**src/design/hbc_pkg.sv**
```systemverilog
package hbc_pkg;

  // cache geometry, both powers of two
  localparam int SLOTS         = 1024;
  localparam int INDEX_ENTRIES = 8192;

  localparam int SLOT_W     = $clog2(SLOTS);
  localparam int IDX_W      = $clog2(INDEX_ENTRIES);
  localparam int FILL_W     = SLOT_W + 1;
  localparam int WORD_W     = 32;
  localparam int OUT_SLOT_W = 10;

  // stream packing
  localparam int IN_TDATA_W  = 2 * WORD_W;
  localparam int IN_TUSER_W  = 1;
  localparam int OUT_FIELD_W = 2 * WORD_W + OUT_SLOT_W;
  localparam int OUT_TDATA_W = ((OUT_FIELD_W + 7) / 8) * 8;
  localparam int OUT_PAD_W   = OUT_TDATA_W - OUT_FIELD_W;
  localparam int OUT_TUSER_W = 2;

  // configuration registers
  localparam int CFG_IDX_W = 2;
  localparam logic [CFG_IDX_W-1:0] REG_HASH_SEED  = 2'd0;
  localparam logic [CFG_IDX_W-1:0] REG_RNG_SEED_A = 2'd1;
  localparam logic [CFG_IDX_W-1:0] REG_RNG_SEED_B = 2'd2;
  localparam logic [CFG_IDX_W-1:0] REG_RNG_SEED_C = 2'd3;

  localparam logic [WORD_W-1:0] RNG_SEED_A_RST = 32'd2;
  localparam logic [WORD_W-1:0] RNG_SEED_B_RST = 32'd8;
  localparam logic [WORD_W-1:0] RNG_SEED_C_RST = 32'd16;

  // operation codes
  localparam logic FUNC_INSERT = 1'b0;
  localparam logic FUNC_LOOKUP = 1'b1;

  // index table port request
  typedef struct packed {
    logic              en;
    logic              we;
    logic [IDX_W-1:0]  addr;
    logic [SLOT_W-1:0] data;
  } idx_req_t;

  // slot store port request
  typedef struct packed {
    logic              en;
    logic              we;
    logic [SLOT_W-1:0] addr;
    logic [WORD_W-1:0] id;
    logic [WORD_W-1:0] handle;
  } slot_req_t;

endpackage

```
**src/design/hbc_rng.sv**
```systemverilog
module hbc_rng import hbc_pkg::*; (
  input  logic                 clk,
  input  logic                 rst,
  input  logic                 cfg_we,
  input  logic [CFG_IDX_W-1:0] cfg_index,
  input  logic [WORD_W-1:0]    cfg_data,
  input  logic                 step,
  output logic [WORD_W-1:0]    rnd
);

  logic [WORD_W-1:0] a, b, c;
  logic [WORD_W-1:0] a_next, b_next, c_next;

  // taus88 components
  always_comb begin
    a_next = ({a[WORD_W-1:1], 1'b0} << 12) ^ (((a << 13) ^ a) >> 19);
    b_next = ({b[WORD_W-1:3], 3'b0} << 4) ^ (((b << 2) ^ b) >> 25);
    c_next = ({c[WORD_W-1:4], 4'b0} << 17) ^ (((c << 3) ^ c) >> 11);
    rnd    = a_next ^ b_next ^ c_next;
  end

  always_ff @(posedge clk) begin
    if (rst) begin
      a <= RNG_SEED_A_RST;
      b <= RNG_SEED_B_RST;
      c <= RNG_SEED_C_RST;
    end else if (cfg_we) begin
      unique case (cfg_index)
        REG_RNG_SEED_A: a <= cfg_data;
        REG_RNG_SEED_B: b <= cfg_data;
        REG_RNG_SEED_C: c <= cfg_data;
        default: ;
      endcase
    end else if (step) begin
      a <= a_next;
      b <= b_next;
      c <= c_next;
    end
  end

endmodule

```
**config.mk**
```make
export PLATFORM = sky130hd
export DESIGN_NAME = hbc_rng
export DESIGN_NICKNAME = d
export VERILOG_FILES = /design/src/design/hbc_pkg.sv /design/src/design/hbc_rng.sv
export SDC_FILE = /design/constraint.sdc
export NUM_CORES = 1
export LEC_CHECK = 0
export BUFFER_PORTS_ARGS = -buffer_cell sky130_fd_sc_hd__buf_2
export CORE_UTILIZATION = 55
export DETAILED_ROUTE_END_ITERATION = 8
export PLACE_DENSITY = 0.78
export SETUP_SLACK_MARGIN = 0.5
export SLEW_MARGIN = 20
export SYNTH_ARGS = -nofsm -noshare
export SYNTH_HDL_FRONTEND = slang
export SYNTH_SLANG_ARGS = --single-unit
```
**constraint.sdc**
```tcl
create_clock -name clk -period 1.4 [get_ports clk]
set_input_delay 0.14 -clock clk [delete_from_list [all_inputs] [get_ports clk]]
set_output_delay 0.14 -clock clk [all_outputs]
set_load 0.03 [all_outputs]
```
==> results of run 1 <==
-- cells in the mapped netlist, types with 2 or more instances --
| cell | count | area [sq um] |
|---|---|---|
| xor2_1 | 27 | 236 |
| nor3_1 | 55 | 275 |
| xnor2_1 | 78 | 683 |
| mux2i_1 | 64 | 641 |
| o22ai_1 | 21 | 131 |
| nand3_1 | 3 | 15.0 |
| a21bo_2 | 2 | 20.0 |
| buf_1 | 2 | 7.51 |
| o21ai_0 | 10 | 50.1 |
| dfxtp_1 | 88 | 1760 |
| clkbuf_1 | 19 | 71.3 |
| nor2_1 | 2 | 7.51 |
| a211oi_2 | 19 | 238 |
| buf_4 | 9 | 67.6 |
| nand2_1 | 31 | 116 |
| inv_1 | 3 | 11.3 |
| a41o_1 | 3 | 30.0 |
| nor2b_1 | 8 | 50.1 |
| a32o_1 | 7 | 70.1 |
| a211oi_1 | 36 | 270 |
| and4_1 | 3 | 26.3 |
| o221ai_1 | 2 | 17.5 |
| nand2b_1 | 11 | 68.8 |
| buf_2 | 17 | 85.1 |
| buf_6 | 3 | 33.8 |
-- cell families after synthesis --
kind of cell,after synthesis
AND/OR/NAND/NOR,119
AO/OA/AOI/OAI,104
buffers and inverters,53
flip-flops,88
XOR/XNOR,105
multiplexers,64
-- per-stage QoR --
stage,cells,TNS [ns],utilization (%)
after floorplan,533,0,-
after global placement,702,0,77.4
after detailed placement,702,0,77.4
after CTS,742,-3.48,95.4
-- timing repair --
item	4_1_cts
hold endpoints to repair	0
gates resized for setup	275
buffers inserted	24
setup endpoints to repair	90
pin swaps	86
==> out/qor.yml, run 1 <==
synth_fp_nets: 571
repair-timing-grt-worst-ep: "rnd[6]"
synth-seq-area-share_pct: 34.8
cts_hold_buf: 0
synth.distinct_cells: 35
async_flop_share_pct: 0
clk_path_buf_depth: 2
firstError: "[ERROR DPL-0038] Utilization greater than 100%, impossible to legalize"
rows: 34
failed_stage: "global routing (5_1_grt)"
root_buffer: "clkbuf_8"
synth_cells: 533
synth_edf_count: 0
dp_slack_ns: 0.0452
synth_top_family_by_area: "XOR/XNOR gates"
synth.cell_area_sq_mm: 0.00507
synthMuxAreaShare_pct: 12.6
syn_area_per_cell_sq_um: 9.51
synth_compound_area_share_pct: 17.0
cts.sinks: 88
worst-ep-kind: "primary output"
synth-adder-area-share_pct: 0
postPlaceCellArea_sq_mm: 0.00682
die_h_um: 98.0
post-dp-hpwl_um: 12600
ys_seq_elements: 88
portBuffers: 68
die_x_um: 98.0
io_pins: 70
start_util_pct: 57.5
gp_congestion: 0.873
status: "stopped before the end"
htreeDepth: 3
cts_buffers: 9
ys_dominant_reg_cell: "dfxtp_1"
grt_max_degree: 65
yosysWarnings: 0
synth-xor-area-share_pct: 18.1
synthSimpleGateAreaFrac_pct: 12.0
==> run 2, diff against run 1 <==
- CORE_UTILIZATION: 55 -> 40
- PLACE_DENSITY: 0.78 -> default
- PLACE_DENSITY_LB_ADDON: default -> 0.15
- SETUP_SLACK_MARGIN: 0.5 -> default
==> run 2 against run 1 <==
  * The flow now finishes, with violations (negative setup slack)
  * Synthesized cell count unchanged
  * Synthesized area unchanged
==> out/qor.yml, run 2 <==
postPlaceCellArea_sq_mm: 0.00611  # -10%
top_regs: "a (31), b (29), c (28)"
vias: 4645
min-delay-path-class: "input pin to flip-flop"
cts_hold_buf: 0  # unchanged
synth_edf_count: 0  # unchanged
post-dp-hpwl_um: 13000  # +3.2%
largest_reg_flops: 31
worstReg2RegEnd: "c[4]"
final_common_cell: "buf_4"
drcViolationCount: 0
grt_usage_pct: 28.6
crit_fanout: 3
setup_tns_ns: -3.18
final_cell_mix: "78 x buf_4, 64 x mux2i_1, 55 x nor3_1"
grt_pass1_vias: 4585
synth_fp_nets: 571  # unchanged
ant_nets: 0
syn_area_per_cell_sq_um: 9.51  # unchanged
top_register: "a"
antenna_found_initial: 0
synth_cells: 533  # unchanged
finalNetCount: 684
clk_path_buf_depth: 2  # unchanged
max_freq_ghz: 0.612
cts_tree: "built"
relSlewSlack_pct: 65.1
final_hold_viol_count: 0
n_antenna_cell: 0
required_ns: 1.26
timing.rr.start: "c[12]"
clk_pin_slew_ns: 0.06
worstHoldPathCells: 3
portBuffers: 68  # unchanged
wl_um: 18300
hold_end: "a[1]"
hp-start: "cfg_data[1]"
synth.cell_area_sq_mm: 0.00507  # unchanged
drv_cap: 0
rows: 40  # +18%
fin_ws_ns: -0.234
grt_pass1_wl_um: 27300
post-route-min-period_ns: 1.63
status: "complete, but fails checks"
synth_top_cell_area_share_pct: 34.8  # unchanged
gp_congestion: 0.899  # +2.9%
critPathLaunchType: "flip-flop"
rsz0062_at_grt: "yes"
clock_latency_ns: 0.35
layout-drive-gt1-share_pct: 50.0
core-area_sq_mm: 0.0122
yosysTopAreaCell: "dfxtp_1"
final_core_util_pct: 62.7
critPathCaptureType: "primary output"
wl_per_cell_um: 22.4
ys_seq_elements: 88  # unchanged
start_util_pct: 41.7  # -16 points
path_class: "flip-flop to primary output"
vias_per_cell: 5.69
ys_top_cells_by_area: "dfxtp_1 35%, xnor2_1 13%, mux2i_1 13%"
ys_dominant_reg_cell: "dfxtp_1"
power_density_mw_per_mm2: 1200
yosysWarnings: 0  # unchanged
die_x_um: 115  # +17%
ir_drop_mv: 0.638
htreeDepth: 3  # unchanged
synth-seq-area-share_pct: 34.8  # unchanged
ff2ff_setup_slack_ns: 0.13
synth.most_common_cell: "dfxtp_1"
die_h_um: 115  # +17%
cts.sinks: 88  # unchanged
drt_first_iter_violations: 442
finalCritPeriodShare_pct: 117
cp.arrival_ns: 1.49
root_buffer: "clkbuf_16"
cts_buffers: 9  # unchanged
nFillCells: 969
fin_worst_skew_ns: 0.00742
setup_viol: 28
stdcell_area_sq_mm: 0.00762
leakage_uw: 0.00307
grt_max_degree: 49
async_flop_share_pct: 0  # unchanged
synth.distinct_cells: 35  # unchanged
violations: "negative setup slack"
tightestPinTransition_ns: 0.521
dieArea_sq_mm: 0.0131
overflow: 0
reg2reg_depth: 4
ys_top_cells_by_count: "88 x dfxtp_1, 78 x xnor2_1, 64 x mux2i_1"
slew_viol_final: 0
io_pins: 70  # unchanged
drtPass1Iterations: 6
syn2layout_area_growth_pct: 50.4
run 2: metrics by stage:
stage	worst slack, ns	total power, uW	std cells	hold slack, ns
2_1_floorplan	0.0289	4950	533	0.331
3_3_place_gp	-0.0129	6010	797	0.439
3_5_place_dp	0.0148	6030	797	0.455
4_1_cts	-0.213	8860	814	0.0977
5_1_grt	-0.288	9430	816	0.130
6_report	-0.234	9110	816	0.0917
run 2: cell families (layout without fill, tap and decap cells):
group                  count (synthesis)  count (layout)  synth area share [%]
buffers and inverters                 53             168                  5.46
XOR/XNOR                             105             105                  18.1
AO/OA/AOI/OAI                        104             104                  17.0
multiplexers                          64              64                  12.6
AND/OR/NAND/NOR                      119             119                  12.0
flip-flops                            88              88                  34.8
run 2: cell type report:
class | count | area, sq um | share of cell area, %
clock buffer | 11 | 233 | 3.05
clock inverter | 2 | 10.0 | 0.131
inverter | 3 | 11.3 | 0.148
multi-input combinational | 392 | 3960 | 52.0
sequential | 88 | 1920 | 25.2
tap | 168 | 210 | 2.76
timing repair buffer | 152 | 1280 | 16.8
run 2: critical path, stage by stage (launching register included):
cell and delay, ns:
dfxtp_4 0.39, xnor2_4 0.24, xnor2_2 0.16, xor2_1 0.17
buf_4 0.18
run 2: layer usage:
| layer | global-route usage, % | share of wire (%) | routed length, um | vias up |
|---|---|---|---|---|
| li1 | - | - | - | 2129 |
| met1 | 37.6 | 42 | 7680 | 2264 |
| met2 | 45.1 | 46 | 8500 | 209 |
| met3 | 5.72 | 7.0 | 1280 | 43 |
| met4 | 13.3 | 4.5 | 818 | 0 |
| met5 | 0 | 0 | 0 | - |
run 2: worst max-delay path by stage:
| stage | startpoint | endpoint | slack [ns] | cells past startpoint |
|---|---|---|---|---|
| 2_1_floorplan | a[14] | rnd[8] | 0.03 | 3 |
| 3_3_place_gp | a[31] | rnd[12] | -0.01 | 4 |
| 3_5_place_dp | b[27] | rnd[2] | 0.01 | 5 |
| 4_1_cts | a[28] | rnd[9] | -0.21 | 4 |
| 5_1_grt | c[21] | rnd[10] | -0.29 | 4 |
| 6_report | c[21] | rnd[10] | -0.23 | 4 |
run 2: repair_timing:
item                                    in CTS  in global routing
pin swaps                                   50                 46
buffers inserted                             8                  6
endpoints found under the setup margin      31                 32
gates cloned                                 0                  0
resized for setup                          191                 65
run 2: power breakdown:
group	total, uW	internal, uW	leakage [uW]	switching (uW)
registers	3070	2720	0.000756	352
clock network	2120	1170	0.000121	955
logic	3920	1900	0.00220	2020
Note: power is estimated with default switching activity, not from simulation.
